==> src/rtl/io_permission_bitmap_check_top_macros.svh <==
// ---------------------------------------------------------------------------
// io_permission_bitmap_check_top_macros
// assertion macros used by iopbc_ctrl
// ---------------------------------------------------------------------------
`ifndef IO_PERMISSION_BITMAP_CHECK_TOP_MACROS_SVH
`define IO_PERMISSION_BITMAP_CHECK_TOP_MACROS_SVH

// same-cycle implication, disabled during reset
`define IOPBC_ASSERT_NOW(lbl, clk, rst_n, ante, cons, msg) \
    lbl: assert property (@(posedge clk) disable iff (!rst_n) (ante) |-> (cons)) \
        else $error(msg);

// next-cycle implication, disabled during reset
`define IOPBC_ASSERT_NEXT(lbl, clk, rst_n, ante, cons, msg) \
    lbl: assert property (@(posedge clk) disable iff (!rst_n) (ante) |=> (cons)) \
        else $error(msg);

`endif

==> src/rtl/iopbc_pkg.sv <==
// ---------------------------------------------------------------------------
// iopbc_pkg
// types and constants of the i/o permission bitmap check
// ---------------------------------------------------------------------------
package iopbc_pkg;

    localparam int BITMAP_BYTES = 8192;
    localparam int ADDR_W       = $clog2(BITMAP_BYTES);
    localparam int LIMIT_W      = 14;
    localparam int PORT_W       = 16;
    localparam int LEN_W        = 3;
    localparam int INDEX_W      = 13;
    localparam int BYTE_W       = 8;
    localparam int CFG_INDEX_W  = 3;
    localparam int CFG_DATA_W   = 14;
    localparam int PRIV_W       = 2;
    localparam int BIT_W        = 3;
    localparam int SPAN_W       = 4;

    localparam logic OP_LOAD  = 1'b0;
    localparam logic OP_CHECK = 1'b1;

    localparam logic [CFG_INDEX_W-1:0] CFG_PROTECTED_MODE    = 3'd0;
    localparam logic [CFG_INDEX_W-1:0] CFG_VIRTUAL_8086      = 3'd1;
    localparam logic [CFG_INDEX_W-1:0] CFG_CURRENT_PRIVILEGE = 3'd2;
    localparam logic [CFG_INDEX_W-1:0] CFG_IO_PRIVILEGE      = 3'd3;
    localparam logic [CFG_INDEX_W-1:0] CFG_BITMAP_LIMIT      = 3'd4;

    typedef enum logic [1:0] {
        ST_IDLE,
        ST_RD0,
        ST_RD1
    } state_t;

    typedef struct packed {
        logic mem_we;
        logic addr_from_in;
        logic capture;
        logic latch_byte0;
        logic load_out;
    } cmd_t;

    typedef struct packed {
        logic in_valid;
        logic in_is_check;
        logic out_ready;
    } status_t;

endpackage

==> src/rtl/iopbc_ctrl.sv <==
// ---------------------------------------------------------------------------
// iopbc_ctrl
// sequencer for loads, the two bitmap reads of a check and the result slot
// ---------------------------------------------------------------------------
`include "io_permission_bitmap_check_top_macros.svh"

module iopbc_ctrl (
    input  logic              clk,
    input  logic              rst_n,
    input  iopbc_pkg::status_t status,
    output iopbc_pkg::cmd_t    cmd,
    output logic              in_ready,
    output logic              out_valid
);
    import iopbc_pkg::*;

    state_t state_reg;
    state_t state_next;
    logic   out_valid_reg;
    logic   out_valid_next;
    logic   slot_free;
    logic   accept;

    always_ff @(posedge clk or negedge rst_n)
    begin
        if (!rst_n)
        begin
            state_reg     <= ST_IDLE;
            out_valid_reg <= 1'b0;
        end
        else
        begin
            state_reg     <= state_next;
            out_valid_reg <= out_valid_next;
        end
    end

    always_comb
    begin
        slot_free = !out_valid_reg || status.out_ready;
        in_ready  = (state_reg == ST_IDLE) || ((state_reg == ST_RD1) && slot_free);
        accept    = status.in_valid && in_ready;

        cmd.mem_we       = accept && (status.in_is_check == OP_LOAD);
        cmd.addr_from_in = accept;
        cmd.capture      = accept && (status.in_is_check == OP_CHECK);
        cmd.latch_byte0  = (state_reg == ST_RD0);
        cmd.load_out     = (state_reg == ST_RD1) && slot_free;

        state_next = state_reg;
        unique case (state_reg)
            ST_IDLE:
            begin
                if (cmd.capture)
                begin
                    state_next = ST_RD0;
                end
            end
            ST_RD0:
            begin
                state_next = ST_RD1;
            end
            ST_RD1:
            begin
                if (slot_free)
                begin
                    state_next = cmd.capture ? ST_RD0 : ST_IDLE;
                end
            end
            default:
            begin
                state_next = ST_IDLE;
            end
        endcase

        if (cmd.load_out)
        begin
            out_valid_next = 1'b1;
        end
        else if (status.out_ready)
        begin
            out_valid_next = 1'b0;
        end
        else
        begin
            out_valid_next = out_valid_reg;
        end

        out_valid = out_valid_reg;
    end

    // a captured check always goes on to read its first byte
    `IOPBC_ASSERT_NEXT(a_capture_reads, clk, rst_n, cmd.capture, state_reg == ST_RD0, "check not read")
    // the second read follows the first without a gap
    `IOPBC_ASSERT_NEXT(a_rd0_to_rd1, clk, rst_n, state_reg == ST_RD0, state_reg == ST_RD1, "read order")
    // a finished check is offered on the next cycle
    `IOPBC_ASSERT_NEXT(a_result_shown, clk, rst_n, cmd.load_out, out_valid_reg, "result lost")

endmodule

==> config.mk <==
export PLATFORM = sky130hd
export DESIGN_NAME = iopbc_ctrl
export DESIGN_NICKNAME = d
export VERILOG_FILES = /design/src/rtl/iopbc_pkg.sv /design/src/rtl/iopbc_ctrl.sv
export VERILOG_INCLUDE_DIRS = /design/src /design/src/rtl
export SDC_FILE = /design/constraint.sdc
export NUM_CORES = 1
export LEC_CHECK = 0
export BUFFER_PORTS_ARGS = -buffer_cell sky130_fd_sc_hd__buf_2
export CAP_MARGIN = 40
export CORE_AREA = 2 2 39 41
export CTS_CLUSTER_DIAMETER = 60
export DETAILED_ROUTE_END_ITERATION = 6
export DIE_AREA = 0 0 41 43
export GPL_TIMING_DRIVEN = 0
export SYNTH_ARGS = -nofsm -noshare
export SYNTH_HDL_FRONTEND = slang
export SYNTH_SLANG_ARGS = --single-unit
==> constraint.sdc <==
create_clock -name clk -period 1.4 [get_ports clk]
set_input_delay 0.42 -clock clk [delete_from_list [all_inputs] [get_ports clk]]
set_output_delay 0.42 -clock clk [all_outputs]
set_load 0.05 [all_outputs]
## Word-level counts from Yosys, hierarchy flattened

Index checks and enable logic that the tools add are counted.

| cells by class | value |
|---|---|
| multiply operators | 0 |
| bitwise gates (word level) | 1 |
| add/sub/neg operators | 0 |
| eq/ne operators | 4 |
| order comparisons | 0 |
| div/mod/pow operators | 0 |
| shift-type cells | 0 |
| multiplexer cells | 6 |
| reductions and logical operators | 10 |

Operator list:

| operator | count |
|---|---|
| $pmux W2 S3 | 1 |
| $logic_and A1 B1 Y1 | 4 |
| $mux W2 | 2 |
| $ne A2 B2 Y1 const B | 2 |
| $mux W1 | 3 |
| $eq A2 B1 Y1 const B | 1 |
| $eq A2 B2 Y1 const B | 1 |
| $logic_not A2 Y1 | 1 |
| $logic_or A1 B1 Y1 | 2 |
| $reduce_and A2 Y1 | 1 |
| $reduce_bool A2 Y1 | 1 |
| $logic_not A1 Y1 | 1 |
| $not A1 Y1 | 1 |

| word-level totals | value |
|---|---|
| register bits | 3 |
| bits in read-only memories | 0 |
| memory bits (writable) | 0 |
| bits in latches | 0 |
| memories kept | 0 |

## Longest topological paths before layout

Gate-level depths: netlist (run 1).

| depth | value |
|---|---|
| depth after elaboration | 9 |
| depth in mapped cells | 3 |
| depth with buffers taken out | 2 |

## Worst setup path after synthesis (run 1)

Ideal clock, no wire load.

| path | value |
|---|---|
| kind | reg2out |
| start point | register out_valid_reg, in the netlist out_valid |
| end point | output cmd[2] in the netlist's numbering |
| data arrival time | 1.925 ns |
| path buffers | 0 |
| cell stages (with the launch flop) | 3 |
| path slack | -0.945 ns |
| required time | 0.980 ns |
| path through | dfrtp_1 and3b_4 nor3_1 |

RTL lines:

| element | RTL line | RTL |
|---|---|---|
| start: declaration | iopbc_ctrl.sv:19 | `logic out_valid_reg;` |
| start signal: assignment | iopbc_ctrl.sv:34 | `out_valid_reg <= out_valid_next;` |
| end: declaration | iopbc_ctrl.sv:11 | `output iopbc_pkg::cmd_t cmd,` |

==> results of run 1 <==
cell families after synthesis:
kind of cell	count (synthesis)	share of synthesized area
and+or+nand+nor	12	0.440
DFF	3	0.400
buffers and inverters	3	0.120
AOI/OAI and AO/OA	1	0.0400
layer usage:
layer,up-vias,part of all wire,track usage
li1,97,-,-
met1,93,0.37,0.0519
met2,7,0.54,0.0906
met3,0,0.091,0.0471
met4,0,0,0.0800
met5,-,0,0
timing repair:
| item | in CTS | in global routing |
|---|---|---|
| hold endpoints to repair | 3 | 0 |
| endpoints found under the setup margin | 6 | 6 |
| pin swaps | 1 | 1 |
| setup buffers | 2 | 1 |
| resized for setup | 17 | 2 |
| hold buffers | 1 | 0 |
placed cells by master (no fill, tap or decap):
cell type and n:
sky130_fd_sc_hd__nor3_1 1, sky130_fd_sc_hd__nand2b_4 1, sky130_fd_sc_hd__nor3_4 1, sky130_fd_sc_hd__nand2b_1 1, sky130_fd_sc_hd__clkbuf_1 1, sky130_fd_sc_hd__dfrtp_2 2
sky130_fd_sc_hd__buf_6 3, sky130_fd_sc_hd__nor3b_2 1, sky130_fd_sc_hd__buf_8 3, sky130_fd_sc_hd__nand2_1 2, sky130_fd_sc_hd__dfrtp_1 1, sky130_fd_sc_hd__buf_12 1
sky130_fd_sc_hd__o21bai_1 1, sky130_fd_sc_hd__buf_4 4, sky130_fd_sc_hd__and3b_4 1, sky130_fd_sc_hd__and2b_1 1, sky130_fd_sc_hd__dlygate4sd3_1 1, sky130_fd_sc_hd__clkbuf_4 3
sky130_fd_sc_hd__nor4b_4 1, sky130_fd_sc_hd__nor2_4 1, sky130_fd_sc_hd__buf_2 5, sky130_fd_sc_hd__nor2b_1 1
area by class of cell:
cell class,instances,area (µm²)
flip-flops and latches,3,77.6
plain buffers,2,15.0
fillers,149,966
multi-input cells,13,130
well taps,16,20.0
clock buffers,4,26.3
repair buffers,15,149
tightest hold or removal path, stage by stage:
cell	delay [ns]
sky130_fd_sc_hd__buf_2	0.09
sky130_fd_sc_hd__nand2b_4	0.11
sky130_fd_sc_hd__nand2_1	0.05
synth_stat cells (all sizes together):
cell    count
and2b       1
nor4b       1
nor3b       1
buf         3
dfrtp       3
nor2        1
o21bai      1
and3b       1
nor2b       1
nand2b      2
nand2       2
nor3        2
stage by stage:
| step | hold slack [ns] | util | instance area (µm²) |
|---|---|---|---|
| 2_1_floorplan | 0.124 | - | 211 |
| 3_3_place_gp | 0.216 | 0.207 | 287 |
| 3_5_place_dp | 0.220 | 0.207 | 287 |
| 4_1_cts | 0.499 | 0.288 | 398 |
| 5_1_grt | 0.488 | 0.302 | 418 |
| 6_report | 0.479 | 0.302 | 418 |
power by group through the flow:
stage	Sequential (W)	Combinational [W]	Clock, W
2_1_floorplan	0.000119	0.0000788	0
3_3_place_gp	0.000106	0.000118	0
3_5_place_dp	0.000106	0.000119	0
4_1_cts	0.000103	0.000156	0.000155
5_1_grt	0.000102	0.000176	0.000174
6_report	0.000102	0.000166	0.000149
how the worst max path moves through the flow:
| stage | end | slack (ns) | cells after the start |
|---|---|---|---|
| final | cmd[4] | -0.32 | 3 |
| after global routing | cmd[4] | -0.35 | 3 |
| after CTS | cmd[4] | -0.33 | 3 |
| after detailed placement | cmd[3] | -0.30 | 5 |
| after global placement | cmd[3] | -0.30 | 5 |
| after floorplan | cmd[4] | -0.43 | 2 |
==> results.md, run 1 <==
Placement:
- The congestion estimate from routability-driven global placement came to between 0.6 and 0.7.
- The number of buffer cells added on primary ports is 11.
- The number of placed instances, taps included, is 46.
- The HPWL after detailed placement is roughly 340 µm.
- Prior to clock tree synthesis, the placed netlist has a worst setup slack of -0.300 ns.

STA:
- The setup TNS after final layout is -1.27 ns.
- The count of pins over their slew limit is 0.
- Across all setup checks in the final design, the least slack found is -0.315 ns.
- Setup repair after global routing could not meet its margin everywhere.
- The number of hold-slack violations in the final timing report is 0.
- Setup violations remaining at the end of the flow were counted as 6.
- The clock period minus final worst setup slack is 1.72 ns.
- The clock arrives with between 0.001 and 0.0015 ns of skew.
- The portion of the clock cycle consumed by the worst path in the final layout is 1.23.
- Timing would allow up to slightly below 600 MHz.
- The slew at the pin closest to its max-slew limit is around 0.25 ns.
- The worst slew margin relative to its limit is 0.836.

Floorplan:
- The die outline width is about 40 µm.
- The core region is 1380 µm².
- The die footprint is between 1500 and 2000 µm².
- In this run the count of I/O pins placed on the die edge is 12.
- The die is ~43 µm tall.
- The floorplan has 14 rows.
- The initial standard-cell utilization of the core is 0.136.

Clocking:
- The clock transition at the registers of the reported paths is 0.04 ns.
- The buffer depth of the longest clock path is 2.
- The clock insertion delay at the later pin of the skew report is ~0.23 ns.
- The CTS buffer count is 3.
- The TritonCTS clock tree is built.
- The number of H-tree levels is 1.
- CTS placed an instance of sky130_fd_sc_hd__clkbuf_4 at the clock tree root.
- Counting every sink on the clock net gives 3.

Setup path:
- The arrival time of the worst setup path is 1.30 ns.
- Tracing the worst setup path back leads to its startpoint at state_reg[1]$_DFFE_PN0P_.
- The standard cell with the maximum stage delay on the critical path is sky130_fd_sc_hd__dfrtp_1.
- Across all register-to-register paths, the minimum setup slack is about 0.5 ns.
- The worst reg2reg path endpoint is state_reg[1]$_DFFE_PN0P_.
- The cell type group with the largest total delay on the critical path is simple AND/OR/NAND/NOR gates.
- The element type at the critical path start is a register.
- The worst flop-to-flop path startpoint is state_reg[0]$_DFFE_PN0P_.
- The class of the most critical setup path is reg2out.
- Walking the worst path, the cells encountered are and3b_4 > nor4b_4 > buf_6.
- In this run the worst path has a maximum fanout of 5.
- At the worst endpoint, the required time is 0.98 ns.
- For the worst flop-to-flop path, the logic depth is 2.
- Counting both buffers and inverters, the worst setup path holds a total of 1.
- The worst setup path is captured at an output port.
- For this run, the slowest stage of the critical path takes around 0.38 ns.

Worst hold path:
- The worst hold-check path type is in2reg.
- Along the worst hold path, the cell count comes to 3.
- The worst hold path terminates at out_valid$_DFFE_PN0P_.
- In this run the most critical hold path is launched from status[0].

Global route:
- The first global-routing pass estimated just under 700 µm of wire.
- The initial antenna violation count is 0.
- In the global route stage, overall resource usage came out at 0.0665.
- The number of global-route vias before repair is 185.
- Entering global routing, the biggest net connects 6 pins.
- Global routing finished with a remaining overflow of 0.

Routing:
- The starting DRC count in detailed routing is 2.
- The post-detailed-routing wire length is ~430 µm.
- The detailed-route wire length per cell is 8.06 µm.
- The number of nets still failing antenna checks after routing is 0.
- Before antenna repair, the detailed router went through 2 iterations.
- The count of unresolved DRC violations after routing is 0.
- Detailed routing inserted a total of between 150 and 200 vias.
- The ratio of routed vias to standard cells is about 3.7.

Synth:
- In the post-synthesis netlist, the biggest area contributors are sky130_fd_sc_hd__dfrtp_1 (40%), sky130_fd_sc_hd__buf_4 (12%), sky130_fd_sc_hd__nor4b_2 (8.0%), sky130_fd_sc_hd__and3b_4 (6.7%), sky130_fd_sc_hd__nand2b_1 (6.7%).
- The flop and latch count out of synthesis is 3.
- The post-synthesis cell type with the largest combined area is sky130_fd_sc_hd__dfrtp_1.
- The cell count after synthesis is 19.
- For this run, the register share of the synthesized area comes to 0.400.
- Synthesis instantiated 12 different standard cells from the library.
- In this run the cell area of the synthesized design comes to approximately 190 µm².
- The mean cell area of the mapped netlist is 9.88 µm².
- The post-synth net total is 24.
- The share of Yosys cell area claimed by the top area cell type is 0.400.
- The number of warning messages in the yosys log is 0.

Cells and area:
- 0 antenna diodes ended up in the layout.
- The final net count is 43.
- The fraction of layout instances using a drive strength above 1 is 0.730.
- The number of flip-flops in the largest register is 2.
- From synthesis to final layout, the design area changed by 123%.
- The finished layout holds between 50 and 60 standard cells, fillers aside.

Power and ir drop:
- Of the total power, combinational logic draws 0.399.
- Of the total power, the share spent switching nets is 0.339.
- Cell internal power was estimated by the tool at 0.000276 W.
- The portion of total power attributed to the clock network is 0.357.
- Of the total power, registers draw 0.244.
- Summed over all nets, the switching power comes to roughly 0.00014 W.
- The power density relative to cell area is ~1000 nW/µm².
- The analysis attributes to cell leakage a power of just under 0.2 nW.
- The total design power is about 0.00042 W.
- The maximum vdd ir drop is approximately 0.26 mV.

Outcome:
- The final reports fail on setup timing.
- The flow ran to the end, but the final reports show violations.

Run:
- Across the run, the number of max-cap violations was 0.
(Power assumes the default switching activity.)
==> inputs of run 2 (changes only) <==
--- a/config.mk
+++ b/config.mk
@@ -6,13 +6,14 @@
 export SDC_FILE = /design/constraint.sdc
 export NUM_CORES = 1
 export LEC_CHECK = 0
-export BUFFER_PORTS_ARGS = -buffer_cell sky130_fd_sc_hd__buf_2
 export CAP_MARGIN = 40
 export CORE_AREA = 2 2 39 41
 export CTS_CLUSTER_DIAMETER = 60
 export DETAILED_ROUTE_END_ITERATION = 6
 export DIE_AREA = 0 0 41 43
+export DONT_BUFFER_PORTS = 1
 export GPL_TIMING_DRIVEN = 0
+export PLACE_DENSITY_LB_ADDON = 0.25
 export SYNTH_ARGS = -nofsm -noshare
 export SYNTH_HDL_FRONTEND = slang
 export SYNTH_SLANG_ARGS = --single-unit
==> run 2 against run 1 <==
  * The flow still finishes with violations (setup timing)
  * Non-clock buffer count decreased by 11
  * Global-route usage decreased by 0.11 points
  * First-iteration DRC count decreased by 100%
  * Clock-buffer cell count unchanged
  * Sequential power increased by 20%
  * Hold slack got worse by 0.081 ns
  * Via count decreased by 16%
  * Register-to-register slack got worse by 0.30 ns
  * Combinational power decreased by 43%
  * Clock skew about the same
  * Flip-flop and latch count unchanged
  * Critical endpoint unchanged
  * Largest power group is now the clock network
==> results.md, run 2 (synthesis results as in run 1) <==
Clocking:
- The clock transition at the registers of the reported paths is 0.04 ns (about the same).
- The buffer depth of the longest clock path is 2 (unchanged).
- The root buffer cell chosen for the clock tree is sky130_fd_sc_hd__clkbuf_4.
- The number of H-tree levels came to 1 (unchanged).
- The clock sink count is 3 (unchanged).
- The clock insertion delay at the later pin of the skew report came to 0.23 ns (about the same).
- The CTS buffer count came to 3 (unchanged).
- The TritonCTS clock tree is built.

Power and ir drop:
- The switching share of total power is 0.361 (+0.0222).
- The reported net switching power is 0.000133 W (-5.9%).
- The power density relative to cell area came to 1220 nW/µm² (+22%).
- The part of the power in registers is 0.331 (+0.087).
- The maximum vdd ir drop is 0.384 mV (+46%).
- The relative contribution of combinational cells to total power was 0.256 (-0.143).
- The leakage power is 0.131 nW (-34%).
- The portion of total power attributed to the clock network came to 0.414 (+0.057).
- The internal power component came to 0.000235 W (-15%).

Setup path:
- The delay contributed by the slowest stage of the critical path is 0.63 ns (+0.25 ns).
- The worst flop-to-flop path startpoint is out_valid$_DFFE_PN0P_.
- The standard cell with the maximum stage delay on the critical path is sky130_fd_sc_hd__nor4b_4.
- The arrival time of the worst setup path came to 1.64 ns (+0.34 ns).
- The highest fanout seen on the critical path is 3 (-2).
- The class of the most critical setup path is reg2out.
- The element type at the critical path start is a register.
- The required arrival time at the worst endpoint was 0.98 ns (about the same).
- The worst setup path is captured at an output port.
- The critical path starts at out_valid$_DFFE_PN0P_.
- The signal on the critical path passes through and3b_4 > nor4b_4.

Routing:
- The number of nets still failing antenna checks after routing is 0 (unchanged).
- The count of unresolved DRC violations after routing is 0 (unchanged).
- The first-pass detailed-route iteration total came to 1 (-1).
- The met3 wirelength from detailed routing is 95 µm (+140%).
- The wire length on met1 is 166 µm (+6.4%).
- The routed length on met2 is 173 µm (-25%).
- The detailed-route wire length per cell is 10.4 µm (+29%).
- The via count is 165 (-16%).
- The post-detailed-routing wire length is 435 µm (+1.9%).
- The highest layer touched by signal routing is met3.
- The ratio of routed vias to standard cells is 3.93 (+5.7%).
- The starting DRC count in detailed routing was 0 (-2).

STA:
- The minimum setup slack in the final design was -0.661 ns (-0.345 ns).
- The setup TNS after final layout is -2.61 ns (-1.34 ns).
- The slew at the pin closest to its max-slew limit is 0.735 ns (+0.488 ns).
- The number of setup violations in the final report is 6 (unchanged).
- The maximum operating frequency is 485 MHz (-17%).
- Setup repair after global routing could not meet its margin everywhere.
- The clock period minus final worst setup slack came to 2.06 ns (+0.345 ns).
- The worst slew margin relative to its limit is 0.508 (-0.329).
- The count of pins over their slew limit is 0 (unchanged).
- The portion of the clock cycle consumed by the worst path in the final layout is 1.47 (+0.247).
- The clock skew after layout came to 0.00174 ns (+0.000447 ns).
- The number of hold-slack violations in the final timing report is 0 (unchanged).

Placement:
- The global placer's final weighted congestion is 0.530 (-15%).
- The area after detailed placement came to 231 µm² (-19%).
- The HPWL after detailed placement is 331 µm (-4.1%).
- The worst-case setup slack after placement is -0.471 ns (-0.171 ns).
- The number of buffer cells added on primary ports is 0 (-11).

Cells and area:
- The post-route cell area is 302 µm² (-28%).
- The final net count is 32 (-26%).
- The number of flip-flops in the largest register is 2 (unchanged).
- In the layout the commonest cells are sky130_fd_sc_hd__buf_4 (3), sky130_fd_sc_hd__clkbuf_4 (3).
- The final antenna diode count was 0 (unchanged).
- The fraction of layout instances using a drive strength above 1 came to 0.577 (-0.153).
- The number of filler cells placed in the layout is 156 (+4.7%).
- Compared with the post-synthesis result, the final layout area differs by 60.7%.

Floorplan:
- The die outline width is 41 µm (unchanged).
- The die outline height came to 43 µm (unchanged).
- The initial standard-cell utilization of the core is 0.136 (unchanged).
- The die footprint is 1760 µm² (unchanged).
- The core box area is 1380 µm² (unchanged).
- The number of rows in the core area was 14 (unchanged).
- The number of I/O pins is 12 (unchanged).

Global route:
- The overflow left after global routing is 0 (unchanged).
- The maximum number of pins on one net before global-route repair is 8 (+2).
- The initial antenna violation count was 0 (unchanged).
- The overall track demand over capacity in global routing is 0.0653 (-0.00114).
- The first-pass GRT wire length is 669 µm (-3.9%).
- The number of global-route vias before repair is 160 (-14%).

Worst hold path:
- The startpoint identified for the worst hold timing path is status[2].
- The worst hold-check path type is in2reg.

Outcome:
- The run finished, with violations left.
- The final reports fail on setup timing.

Run:
- The reported max-cap violation count is 0 (unchanged).
[run 2: cell count changes in the layout (fill, tap and decap cells not counted)]
cell,delta
sky130_fd_sc_hd__buf_2,-5
sky130_fd_sc_hd__buf_8,-3
sky130_fd_sc_hd__buf_12,-1
sky130_fd_sc_hd__buf_4,-1
sky130_fd_sc_hd__buf_6,-1
sky130_fd_sc_hd__nand2b_1,+1
sky130_fd_sc_hd__nand2b_4,-1
[run 2: metal layers]
metal	vias to the layer above	global-route usage
li1	75	-
met1	76	0.0677
met2	14	0.0719
met3	0	0.0628
met4	0	0.0600
met5	-	0
[run 2: layout make-up]
cell class | count | area, µm² | share of cell area
plain buffers | 3 | 30.0 | 0.0996
clock buffers | 4 | 26.3 | 0.0871
multi-input cells | 13 | 123 | 0.407
flip-flops and latches | 3 | 77.6 | 0.257
well taps | 16 | 20.0 | 0.0664
repair buffers | 3 | 25.0 | 0.0830
[run 2: critical path, delay by kind of cell (launching register included)]
kind / cells / cell delay, ns
flops: 1 / 0.51
simple gates: 2 / 0.89
[run 2: power groups by stage]
| stage | sequential [W] | combinational (W) | clock (W) |
|---|---|---|---|
| floorplan | 0.000119 | 0.0000788 | 0 |
| global placement | 0.000121 | 0.0000824 | 0 |
| detailed placement | 0.000121 | 0.0000829 | 0 |
| CTS | 0.000122 | 0.0000952 | 0.000159 |
| global route | 0.000123 | 0.0000987 | 0.000165 |
| finish | 0.000122 | 0.0000941 | 0.000152 |
[run 2: stage by stage]
step	hold WS (ns)	std cells	power (W)	utilization
detailed placement	0.125	35	0.000204	0.167
floorplan	0.124	19	0.000198	-
global route	0.406	42	0.000387	0.218
global placement	0.125	35	0.000203	0.167
CTS	0.400	42	0.000376	0.218
finish	0.398	42	0.000368	0.218
[run 2: what timing repair did]
| action | CTS | global route |
|---|---|---|
| hold buffers | 1 | 0 |
| endpoints found under the hold margin | 3 | 0 |
| gates resized for setup | 5 | 0 |
| gates cloned | 0 | 0 |
| setup endpoints to repair | 6 | 6 |
| setup buffers | 2 | 0 |
| pin swaps | 3 | 0 |
[run 2: final timing paths]
check | end | slack [ns] | cells after the start
min | state_reg[0]$_DFFE_PN0P_ | 0.40 | 2
max in group asynchronous | state_reg[0]$_DFFE_PN0P_ | 0.78 | 1
max reg2reg | state_reg[0]$_DFFE_PN0P_ | 0.19 | 3
max | cmd[4] | -0.66 | 2
min in group asynchronous | state_reg[1]$_DFFE_PN0P_ | 0.45 | 1
min reg2reg | out_valid$_DFFE_PN0P_ | 0.56 | 2
